--- config.mk ---
export PLATFORM = sky130hd
export DESIGN_NAME = frame_gcra_policer
export DESIGN_NICKNAME = d
export VERILOG_FILES = /design/src/hw/rtl/fgp_pkg.sv /design/src/hw/rtl/fgp_core.sv /design/src/hw/rtl/frame_gcra_policer.sv
export SDC_FILE = /design/constraint.sdc
export NUM_CORES = 1
export LEC_CHECK = 0
export BUFFER_PORTS_ARGS = -buffer_cell sky130_fd_sc_hd__buf_2
export CORE_MARGIN = 10
export CORE_UTILIZATION = 51
export DETAILED_ROUTE_END_ITERATION = 12
export PLACE_DENSITY = 0.72
export SYNTH_ARGS = -nofsm -noshare
export SYNTH_HDL_FRONTEND = slang
export SYNTH_SLANG_ARGS = --single-unit
--- constraint.sdc ---
create_clock -name clk -period 10.2 [get_ports clk]
set_clock_uncertainty 0.1 [all_clocks]
set_input_delay 0.51 -clock clk [delete_from_list [all_inputs] [get_ports clk]]
set_output_delay 0.51 -clock clk [all_outputs]
set_load 0.01 [all_outputs]
--- src/hw/rtl/fgp_pkg.sv ---
// Package of the frame GCRA policer: register map, reset values, shared types.
package fgp_pkg;

  localparam int TIME_WIDTH_DEF = 32;
  localparam int FRAC_BITS_DEF  = 8;

  localparam int ADDR_WIDTH = 5;
  localparam int DATA_WIDTH = 32;
  localparam int VCI_WIDTH  = 16;
  localparam int INCR_WIDTH = 24;
  localparam int LEVEL_WIDTH = 32;
  localparam int COUNT_WIDTH = 16;

  localparam logic [2:0] REG_POLICE_ALL      = 3'd0;
  localparam logic [2:0] REG_POLICE_VCI      = 3'd1;
  localparam logic [2:0] REG_CELL_INCREMENT  = 3'd2;
  localparam logic [2:0] REG_BURST_LIMIT     = 3'd3;
  localparam logic [2:0] REG_MAX_FRAME_CELLS = 3'd4;
  localparam logic [2:0] REG_TAG_MODE        = 3'd5;

  localparam logic                   RST_POLICE_ALL      = 1'b1;
  localparam logic [VCI_WIDTH-1:0]   RST_POLICE_VCI      = 16'd0;
  localparam logic [INCR_WIDTH-1:0]  RST_CELL_INCREMENT  = 24'd256;
  localparam logic [LEVEL_WIDTH-1:0] RST_BURST_LIMIT     = 32'd256;
  localparam logic [COUNT_WIDTH-1:0] RST_MAX_FRAME_CELLS = 16'hFFFF;
  localparam logic                   RST_TAG_MODE        = 1'b0;

  localparam logic [LEVEL_WIDTH-1:0] LEVEL_MAX = '1;
  localparam logic [COUNT_WIDTH-1:0] COUNT_MAX = '1;

  typedef struct packed {
    logic                   police_all;
    logic [VCI_WIDTH-1:0]   police_vci;
    logic [INCR_WIDTH-1:0]  cell_increment;
    logic [LEVEL_WIDTH-1:0] burst_limit;
    logic [COUNT_WIDTH-1:0] max_frame_cells;
    logic                   tag_mode;
  } cfg_t;

  typedef struct packed {
    logic forwarded;
    logic clp_out;
    logic policed;
    logic frame_too_long;
  } result_t;

endpackage

--- src/hw/rtl/fgp_core.sv ---
// Policing state and combinational F-GCRA decision for one cell.
module fgp_core #(
  parameter int TIME_WIDTH = fgp_pkg::TIME_WIDTH_DEF,
  parameter int FRAC_BITS  = fgp_pkg::FRAC_BITS_DEF
) (
  input  logic                             clk,
  input  logic                             rst,
  input  fgp_pkg::cfg_t                    cfg,
  input  logic                             take,
  input  logic [fgp_pkg::VCI_WIDTH-1:0]    cell_vci,
  input  logic                             cell_clp,
  input  logic                             end_of_frame,
  input  logic [TIME_WIDTH-1:0]            arrival_time,
  output fgp_pkg::result_t                 result
);
  import fgp_pkg::*;

  localparam int SW = (TIME_WIDTH + FRAC_BITS > LEVEL_WIDTH) ?
                      TIME_WIDTH + FRAC_BITS : LEVEL_WIDTH;

  logic [LEVEL_WIDTH-1:0] bucket_level;
  logic [TIME_WIDTH-1:0]  last_conform_time;
  logic                   expect_first_cell;
  logic                   frame_marked;
  logic [COUNT_WIDTH-1:0] frame_cell_count;

  logic                   hit;
  logic [COUNT_WIDTH-1:0] count_base;
  logic [COUNT_WIDTH-1:0] frame_cell_count_next;
  logic [TIME_WIDTH-1:0]  elapsed;
  logic [SW-1:0]          scaled;
  logic [SW-1:0]          level_wide;
  logic [LEVEL_WIDTH-1:0] drained;
  logic                   first_mark;
  logic                   marked;
  logic                   conform;
  logic [LEVEL_WIDTH:0]   sum;
  logic [LEVEL_WIDTH-1:0] bucket_level_next;

  always_comb begin
    hit = cfg.police_all || (cell_vci == cfg.police_vci);
    count_base = expect_first_cell ? '0 : frame_cell_count;
    frame_cell_count_next = (count_base == COUNT_MAX) ? count_base
                                                      : count_base + 1'b1;
    elapsed    = arrival_time - last_conform_time;
    scaled     = SW'(elapsed) << FRAC_BITS;
    level_wide = SW'(bucket_level);
    drained    = (scaled >= level_wide) ? '0 : LEVEL_WIDTH'(level_wide - scaled);
    first_mark = (drained > cfg.burst_limit) || cell_clp;
    marked     = expect_first_cell ? first_mark : frame_marked;
    conform    = !marked;
    sum        = {1'b0, drained} + (LEVEL_WIDTH + 1)'(cfg.cell_increment);
    bucket_level_next = sum[LEVEL_WIDTH] ? LEVEL_MAX : sum[LEVEL_WIDTH-1:0];

    result.policed        = hit;
    result.frame_too_long = hit && (frame_cell_count_next > cfg.max_frame_cells);
    result.forwarded      = !hit || !marked || cfg.tag_mode;
    result.clp_out        = hit ? (marked && cfg.tag_mode) : cell_clp;
  end

  always_ff @(posedge clk) begin
    if (rst) begin
      bucket_level      <= '0;
      last_conform_time <= '0;
      expect_first_cell <= 1'b1;
      frame_marked      <= 1'b0;
      frame_cell_count  <= '0;
    end else if (take && hit) begin
      frame_cell_count  <= frame_cell_count_next;
      expect_first_cell <= end_of_frame;
      frame_marked      <= marked;
      if (conform) begin
        bucket_level      <= bucket_level_next;
        last_conform_time <= arrival_time;
      end
    end
  end

  a_unpoliced_hold: assert property (@(posedge clk) disable iff (rst)
    take && !hit |=> $stable(bucket_level) && $stable(frame_cell_count)
                     && $stable(expect_first_cell))
    else $error("unpoliced cell changed policer state");

  a_marked_frame_hold: assert property (@(posedge clk) disable iff (rst)
    take && hit && !expect_first_cell && frame_marked
      |=> $stable(bucket_level) && $stable(last_conform_time) && frame_marked)
    else $error("marked frame updated the bucket");

  a_count_nonzero: assert property (@(posedge clk) disable iff (rst)
    take && hit |=> frame_cell_count != '0)
    else $error("frame cell count zero after policed cell");

endmodule

--- src/hw/rtl/frame_gcra_policer.sv ---
// Top level of the frame GCRA policer: register port, cell handshake, result register.
//
//  channel  | handshake                   | payload
//  ---------+-----------------------------+----------------------------------------------
//  cell     | cell_valid / cell_stall     | cell_vci, cell_clp, end_of_frame, arrival_time
//  result   | result_valid / result_stall | forwarded, clp_out, policed, frame_too_long
//  config   | psel, penable, pwrite       | paddr, pwdata, prdata, pready
//
//  One cell per cycle while cell_stall is low; its result is in the result register the cycle after transfer.
//  The bucket drain, burst compare and increment are combinational, so the next cell
//  sees updated state at once.
//  Reset is synchronous; it restores the register defaults and an empty bucket.
//  cell_stall is high only while a held result is stalled.
module frame_gcra_policer #(
  parameter int TIME_WIDTH = fgp_pkg::TIME_WIDTH_DEF,
  parameter int FRAC_BITS  = fgp_pkg::FRAC_BITS_DEF
) (
  input  logic                              clk,
  input  logic                              rst,
  input  logic                              psel,
  input  logic                              penable,
  input  logic                              pwrite,
  input  logic [fgp_pkg::ADDR_WIDTH-1:0]    paddr,
  input  logic [fgp_pkg::DATA_WIDTH-1:0]    pwdata,
  output logic [fgp_pkg::DATA_WIDTH-1:0]    prdata,
  output logic                              pready,
  input  logic                              cell_valid,
  output logic                              cell_stall,
  input  logic [fgp_pkg::VCI_WIDTH-1:0]     cell_vci,
  input  logic                              cell_clp,
  input  logic                              end_of_frame,
  input  logic [TIME_WIDTH-1:0]             arrival_time,
  output logic                              result_valid,
  input  logic                              result_stall,
  output logic                              forwarded,
  output logic                              clp_out,
  output logic                              policed,
  output logic                              frame_too_long
);
  import fgp_pkg::*;

  cfg_t       cfg;
  result_t    res_comb;
  result_t    res;
  logic       take;
  logic       wr_en;
  logic [2:0] reg_index;

  assign pready    = 1'b1;
  assign reg_index = paddr[4:2];
  assign wr_en     = psel && penable && pwrite;

  always_ff @(posedge clk) begin
    if (rst) begin
      cfg.police_all      <= RST_POLICE_ALL;
      cfg.police_vci      <= RST_POLICE_VCI;
      cfg.cell_increment  <= RST_CELL_INCREMENT;
      cfg.burst_limit     <= RST_BURST_LIMIT;
      cfg.max_frame_cells <= RST_MAX_FRAME_CELLS;
      cfg.tag_mode        <= RST_TAG_MODE;
    end else if (wr_en) begin
      case (reg_index)
        REG_POLICE_ALL:      cfg.police_all      <= pwdata[0];
        REG_POLICE_VCI:      cfg.police_vci      <= pwdata[VCI_WIDTH-1:0];
        REG_CELL_INCREMENT:  cfg.cell_increment  <= pwdata[INCR_WIDTH-1:0];
        REG_BURST_LIMIT:     cfg.burst_limit     <= pwdata[LEVEL_WIDTH-1:0];
        REG_MAX_FRAME_CELLS: cfg.max_frame_cells <= pwdata[COUNT_WIDTH-1:0];
        REG_TAG_MODE:        cfg.tag_mode        <= pwdata[0];
        default: ;
      endcase
    end
  end

  always_comb begin
    case (reg_index)
      REG_POLICE_ALL:      prdata = DATA_WIDTH'(cfg.police_all);
      REG_POLICE_VCI:      prdata = DATA_WIDTH'(cfg.police_vci);
      REG_CELL_INCREMENT:  prdata = DATA_WIDTH'(cfg.cell_increment);
      REG_BURST_LIMIT:     prdata = DATA_WIDTH'(cfg.burst_limit);
      REG_MAX_FRAME_CELLS: prdata = DATA_WIDTH'(cfg.max_frame_cells);
      REG_TAG_MODE:        prdata = DATA_WIDTH'(cfg.tag_mode);
      default:             prdata = '0;
    endcase
  end

  assign cell_stall = result_valid && result_stall;
  assign take       = cell_valid && !cell_stall;

  fgp_core #(
    .TIME_WIDTH (TIME_WIDTH),
    .FRAC_BITS  (FRAC_BITS)
  ) u_core (
    .clk          (clk),
    .rst          (rst),
    .cfg          (cfg),
    .take         (take),
    .cell_vci     (cell_vci),
    .cell_clp     (cell_clp),
    .end_of_frame (end_of_frame),
    .arrival_time (arrival_time),
    .result       (res_comb)
  );

  always_ff @(posedge clk) begin
    if (rst) begin
      result_valid <= 1'b0;
    end else if (!cell_stall) begin
      result_valid <= cell_valid;
    end
  end

  always_ff @(posedge clk) begin
    if (take) begin
      res <= res_comb;
    end
  end

  assign forwarded      = res.forwarded;
  assign clp_out        = res.clp_out;
  assign policed        = res.policed;
  assign frame_too_long = res.frame_too_long;

  a_transfer_result: assert property (@(posedge clk) disable iff (rst)
    take |=> result_valid)
    else $error("accepted cell produced no result");

  a_stall_hold: assert property (@(posedge clk) disable iff (rst)
    result_valid && result_stall |=> result_valid && $stable(res))
    else $error("stalled result changed");

  a_idle_empty: assert property (@(posedge clk) disable iff (rst)
    !cell_valid && !cell_stall |=> !result_valid)
    else $error("result without a cell transfer");

endmodule

Word-level counts from Yosys, hierarchy flattened
Cells that the tools add are included.
{ "totals": {"register_bits": 177, "latchBits": 0, "ramBits": 0, "rom_bits": 0, "inputBits": 94, "output_inout_bits": 39, "wordCells": 60, "memories": 0} }
{ "op_classes": {"add_sub_neg": 4, "n_mul": 0, "div": 0, "n_lt_le_gt_ge": 3, "eq_ne": 7, "shift": 0, "mux": 7, "bitwise_logic": 1, "reduce_logical": 22} }
{ "ops": {"columns": ["cell", "n"], "rows": [
  ["32-bit one-hot mux with 6 select lines", 1],
  ["32-bit two-way mux", 2],
  ["32-bit subtractor", 2],
  ["40-bit by 32-bit >= comparator with 1-bit output", 1],
  ["32-bit by 24-bit adder with 33-bit output", 1],
  ["32-bit > comparator", 1],
  ["16-bit two-way mux", 2],
  ["16-bit by 1-bit adder with 16-bit output (second input constant)", 1],
  ["16-bit equality test", 1],
  ["16-bit equality test (second input constant)", 1],
  ["16-bit > comparator", 1],
  ["2-bit AND reduction", 7],
  ["1-bit logical AND", 7],
  ["3-bit by 2-bit equality test with 1-bit output (second input constant)", 2],
  ["3-bit equality test (second input constant)", 2],
  ["1-bit logical OR", 4],
  ["3-bit by 1-bit equality test with 1-bit output (second input constant)", 1],
  ["1-bit zero test", 3],
  ["3-bit zero test", 1],
  ["1-bit two-way mux", 2],
  ["1-bit inverter", 1]
]} }

Depth between registers and ports, before layout
{ "depth": {"ltp_word": 9, "mapped_depth": 38, "ltp_nobuf": 35} }

Hierarchy
From an unflattened synthesis, not the netlist that was laid out.
{ "hier_totals": {"hier_cells": 1849, "hier_area_um2": 14557.7} }
{ "by_module_without_submodules": {"columns": ["mod", "instances", "cells_per_inst", "area_each_um2", "seq_area_each_um2"], "rows": [
  ["fgp_core", 1, 1321, 10044.6, 1641.6],
  ["frame_gcra_policer", 1, 528, 4513.1, 1941.9]
]} }

Worst setup path after synthesis
OpenSTA, ideal clock, no wires.
{ "synth_timing": {"path_kind": "in2reg", "from": "input arrival_time[8]", "to": "register u_core.bucket_level[1]", "arrival_time_ns": 7.264, "required_time_ns": 9.955, "slack_ns": 2.691, "stages": 37, "path_buffers": 4, "cell_sequence": "ha_1 > a21o_1 > o2bb2ai_1 > a21oi_1 > nand2_1 > a31oi_1 > o21ai_0 > a21o_1 > xor2_1 > ha_1 > clkbuf_1 > a21oi_1 > o21ai_1 > a221oi_1 > nor2b_1 > nor4_1 > nand4b_1 > nor4b_4 > nand2_1 > clkbuf_1 > clkbuf_1 > nor2_1 > ha_1 > a21oi_1 > o21bai_1 > a21o_1 > a21o_1 > a21o_1 > a21o_1 > a21oi_1 > nor2_1 > nor4_1 > a211oi_4 > nand3_1 > o31a_1 > buf_6 > a211oi_2"} }
{ "synth_via": {"elab_chain_len": 8, "elab_cells_between_ends": 11, "classes_between": "add/sub: 3; order compare: 2; mux: 3; bitwise: 1; reduce/logical: 2"} }
{ "synth_rtl": {"columns": ["element", "line_no", "rtl"], "rows": [
  ["start, declared", "frame_gcra_policer.sv:32", "input logic [TIME_WIDTH-1:0] arrival_time,"],
  ["32-bit subtractor (*)", "fgp_core.sv:45", "elapsed = arrival_time - last_conform_time;"],
  ["32-bit subtractor / 40-bit by 32-bit >= comparator with 1-bit output (equally long branches)", "fgp_core.sv:48", "drained = (scaled >= level_wide) ? '0 : LEVEL_WIDTH'(level_wide - scaled);"],
  ["32-bit two-way mux (*)", "fgp_core.sv:48", null],
  ["32-bit > comparator", "fgp_core.sv:49", "first_mark = (drained > cfg.burst_limit) || cell_clp;"],
  ["1-bit logical OR", "fgp_core.sv:49", null],
  ["1-bit two-way mux", "fgp_core.sv:50", "marked = expect_first_cell ? first_mark : frame_marked;"],
  ["1-bit inverter (no line)", null, null],
  ["2-bit AND reduction (no line)", null, null],
  ["end signal, assigned", "fgp_core.sv:73", "bucket_level <= bucket_level_next;"],
  ["end, declared", "fgp_core.sv:21", "logic [LEVEL_WIDTH-1:0] bucket_level;"]
]} }
Every way passes the cells marked *; elsewhere a longest branch is shown, timed or not.
A chain may end at the register's enable or synchronous reset.

Worst setup path in the final report
{ "layout_timing": {"from": "register u_core.last_conform_time[1]", "to": "register u_core.bucket_level[11]"} }
{ "layout_via": {"elab_chain_len": 8, "elab_cells_between_ends": 11, "classes_between": "add/sub: 3; order compare: 2; mux: 3; bitwise: 1; reduce/logical: 2"} }
{ "layout_rtl": {"columns": ["element", "line_no", "rtl"], "rows": [
  ["start, declared", "fgp_core.sv:22", "logic [TIME_WIDTH-1:0] last_conform_time;"],
  ["start signal, assigned", "fgp_core.sv:74", "last_conform_time <= arrival_time;"],
  ["32-bit subtractor (*)", "fgp_core.sv:45", null],
  ["32-bit subtractor / 40-bit by 32-bit >= comparator with 1-bit output (equally long branches)", "fgp_core.sv:48", null],
  ["32-bit two-way mux (*)", "fgp_core.sv:48", null],
  ["32-bit > comparator", "fgp_core.sv:49", null],
  ["1-bit logical OR", "fgp_core.sv:49", null],
  ["1-bit two-way mux", "fgp_core.sv:50", null],
  ["1-bit inverter (no line)", null, null],
  ["2-bit AND reduction (no line)", null, null]
]} }
Marks and branches as above.

==> flow_summary.json <==
{
  "status": "finished, final reports clean",
  "cts_setup_buffers": 0,
  "chipHeight_um": 186,
  "ys_types": 81,
  "synth_nets": 2078,
  "powerDensity_nw_per_um2": 128,
  "slew_headroom_pct": 23.7,
  "syn_area_per_cell_um2": 7.69,
  "fin_area_um2": 15500,
  "crit_buf_inv": 4,
  "cpMaxStageDelayCell": "a2111oi_0",
  "wl_um": 39300,
  "area_growth_syn_to_layout_pct": 9.97,
  "cap_violations": 0,
  "numCtsBuffers": 17,
  "grtUsageTotal_pct": 22.4,
  "syn_area_um2": 14100,
  "start_kind": "register",
  "mostFrequentLayoutCells": "225 x nand2_1, 186 x nor2_1, 173 x dfxtp_1",
  "clkLatencyLatePin_ns": 0.45,
  "nets": 2150,
  "clkPwrFrac_pct": 33.1,
  "setup.worst_path.class": "reg2reg",
  "multi_input_area_um2": 9550,
  "worstPathRequired_ns": 10.40,
  "timing.hold.ws_ns": 0.198,
  "grt_pass1_vias": 12400,
  "drt-initial-drc-count": 1027,
  "total_leakage_power_uw": 0.00674,
  "cts_sinks": 177,
  "worstMarginPinSlew_ns": 1.14,
  "firstDrtPassIters": 5,
  "dpl.hpwl_um": 30100,
  "grt_first_pass_wirelength_um": 63100,
  "cts_buffer_depth": 2,
  "io_pins": 133,
  "cts_tree": "yes",
  "seqCellArea_um2": 3580,
  "hold_viol_final": 0,
  "antenna_found_initial": 0,
  "grt.overflow.total": 0,
  "timing.fmax_mhz": 112,
  "yosysWarnings": 0,
  "maxSlewViolCount": 0,
  "dp_slack_ns": 1.26,
  "min_period_over_period_pct": 87.2,
  "port_buffers": 129,
  "grt_max_degree": 104,
  "swShare_pct": 35.2,
  "layout_setup_ws_ns": 1.31,
  "num_vias": 13200,
  "ys_ff_latch": 177,
  "worst_path_most_repeated_cell": "a21o_1",
  "synth_edf_count": 4,
  "hold_buffers": 0,
  "p_total_uw": 1990,
  "clkTransAtPathRegs_ns": 0.08,
  "comb_power_share_pct": 29.6,
  "crit_family": "compound AO/OA/AOI/OAI gates",
  "vias_per_cell": 5.76,
  "die_w_um": 186,
  "synth_top_cell_by_area": "dfxtp_1",
  "htree_levels": 4,
  "place_area_um2": 14900,
  "layout-drive-gt1-share_pct": 11.9,
  "syn_inst": 1833,
  "finalSetupViolCount": 0,
  "synth-async-reset-ratio_pct": 0,
  "p_switching_uw": 700,
  "layout_min_cycle_time_ns": 8.89,
  "irDropWorstVdd_uv": 93.5,
  "p_seq_share_pct": 37.3,
  "setup_tns_ns": 0,
  "wl_per_cell_um": 17.2,
  "synth_ff_type": "dfxtp_1",
  "die_area_um2": 34700,
  "final_common_cell": "nand2_1",
  "num_antenna_cells": 0,
  "power.internal_uw": 1290,
  "fillers": 2523,
  "rows": 60,
  "worstHoldPathType": "in2reg",
  "cts_root_buf": "clkbuf_16",
  "synth_seq_area_share_pct": 25.4,
  "rsz0062_at_grt": "no",
  "gp_congestion": 0.918,
  "critPathMaxStageDelay_ns": 0.64,
  "start_util_pct": 52.0,
  "coreArea_um2": 27100,
  "cts_resized": 0,
  "cp_data_arrival_time_ns": 9.09,
  "synthTopCellsByArea": "dfxtp_1 25%, ha_1 13%, a21oi_1 6.1%",
  "synth.top_cell.area_share_pct": 24.6,
  "worstSetupEndpointType": "register",
  "worstPathMaxFanout": 22,
  "drc_errors": 0,
  "drtAntennaViolNets": 0
}
## worst paths after layout
path	start	to	slack [ns]	cells past startpoint
worst max-delay path	u_core.last_conform_time[1]	u_core.bucket_level[11]	1.31	36
worst min register to register	cfg[45]	cfg[45]	0.37	2
worst max register to register	u_core.last_conform_time[1]	u_core.bucket_level[11]	1.31	36
worst min-delay path	pwdata[24]	cfg[41]	0.20	3
## power groups by stage
stage	Clock (µW)	Sequential, µW	Combinational (µW)
after floorplan	0	750	448
after global placement	0	757	567
after detailed placement	0	758	580
after CTS	667	742	585
after global routing	691	745	656
final	658	742	588
## flip-flops by register name, indices dropped and copies added (netlist names)
register / flops
u_core.bucket_level: 32
result_valid: 1
clp_out: 1
forwarded: 1
u_core.expect_first_cell: 1
u_core.frame_cell_count: 16
cfg: 90
policed: 1
frame_too_long: 1
u_core.last_conform_time: 32
u_core.frame_marked: 1
## per-stage QoR
stage          utilization (%)  cells
2_1_floorplan                -   1833
3_3_place_gp              55.1   2258
3_5_place_dp              55.1   2258
4_1_cts                   57.2   2290
5_1_grt                   57.2   2290
6_report                  57.2   2290
## tightest hold or removal path: cells and delay by family
family          cells  cell delay (ns)
buf+inv             1             0.09
compound gates      1             0.05
simple gates        1             0.04
## final cells by class
cell class	instances	share of cell area, %
clock buffer	19	2.92
sequential	177	23.1
tap	372	3.00
inverter	160	3.87
clock inverter	13	0.751
multi-input combinational	1410	61.6
timing repair buffer	139	4.77
## cells in the mapped netlist, drive strengths merged (14+ instances only)
cell type  instances
nor2b             28
nor2             186
clkbuf            68
and2              14
nand2b            20
o21ai             55
a211o             21
xor2              46
ha               148
dfxtp            173
nand4             24
and3              40
a21oi            171
nand3             32
nand2            225
a211oi            43
mux2i             47
xnor2             49
buf               18
nor3              29
a21o              54
a22oi             32
inv              160
## kinds of logic (layout without fill, tap and decap cells)
| group | count (synthesis) | count (layout) | synth area share, % |
|---|---|---|---|
| AO/OA/AOI/OAI | 477 | 477 | 23.5 |
| XOR/XNOR | 95 | 95 | 5.90 |
| adder cells (fa/ha/maj) | 152 | 152 | 13.6 |
| buffers and inverters | 246 | 331 | 7.00 |
| flip-flops | 177 | 177 | 25.4 |
| multiplexers | 50 | 50 | 3.58 |
| other | 1 | 1 | 0.0266 |
| AND/OR/NAND/NOR | 635 | 635 | 20.9 |
## layer usage
metal / global-route usage, % / vias to the layer above / part of all wire [%]
met2: 37.8 / 383 / 48
met1: 29.3 / 6229 / 45
met5: 0 / - / 0
li1: - / 6537 / -
met4: 5.68 / 0 / 1.7
met3: 3.36 / 47 / 5.7
(Power assumes the default switching activity.)
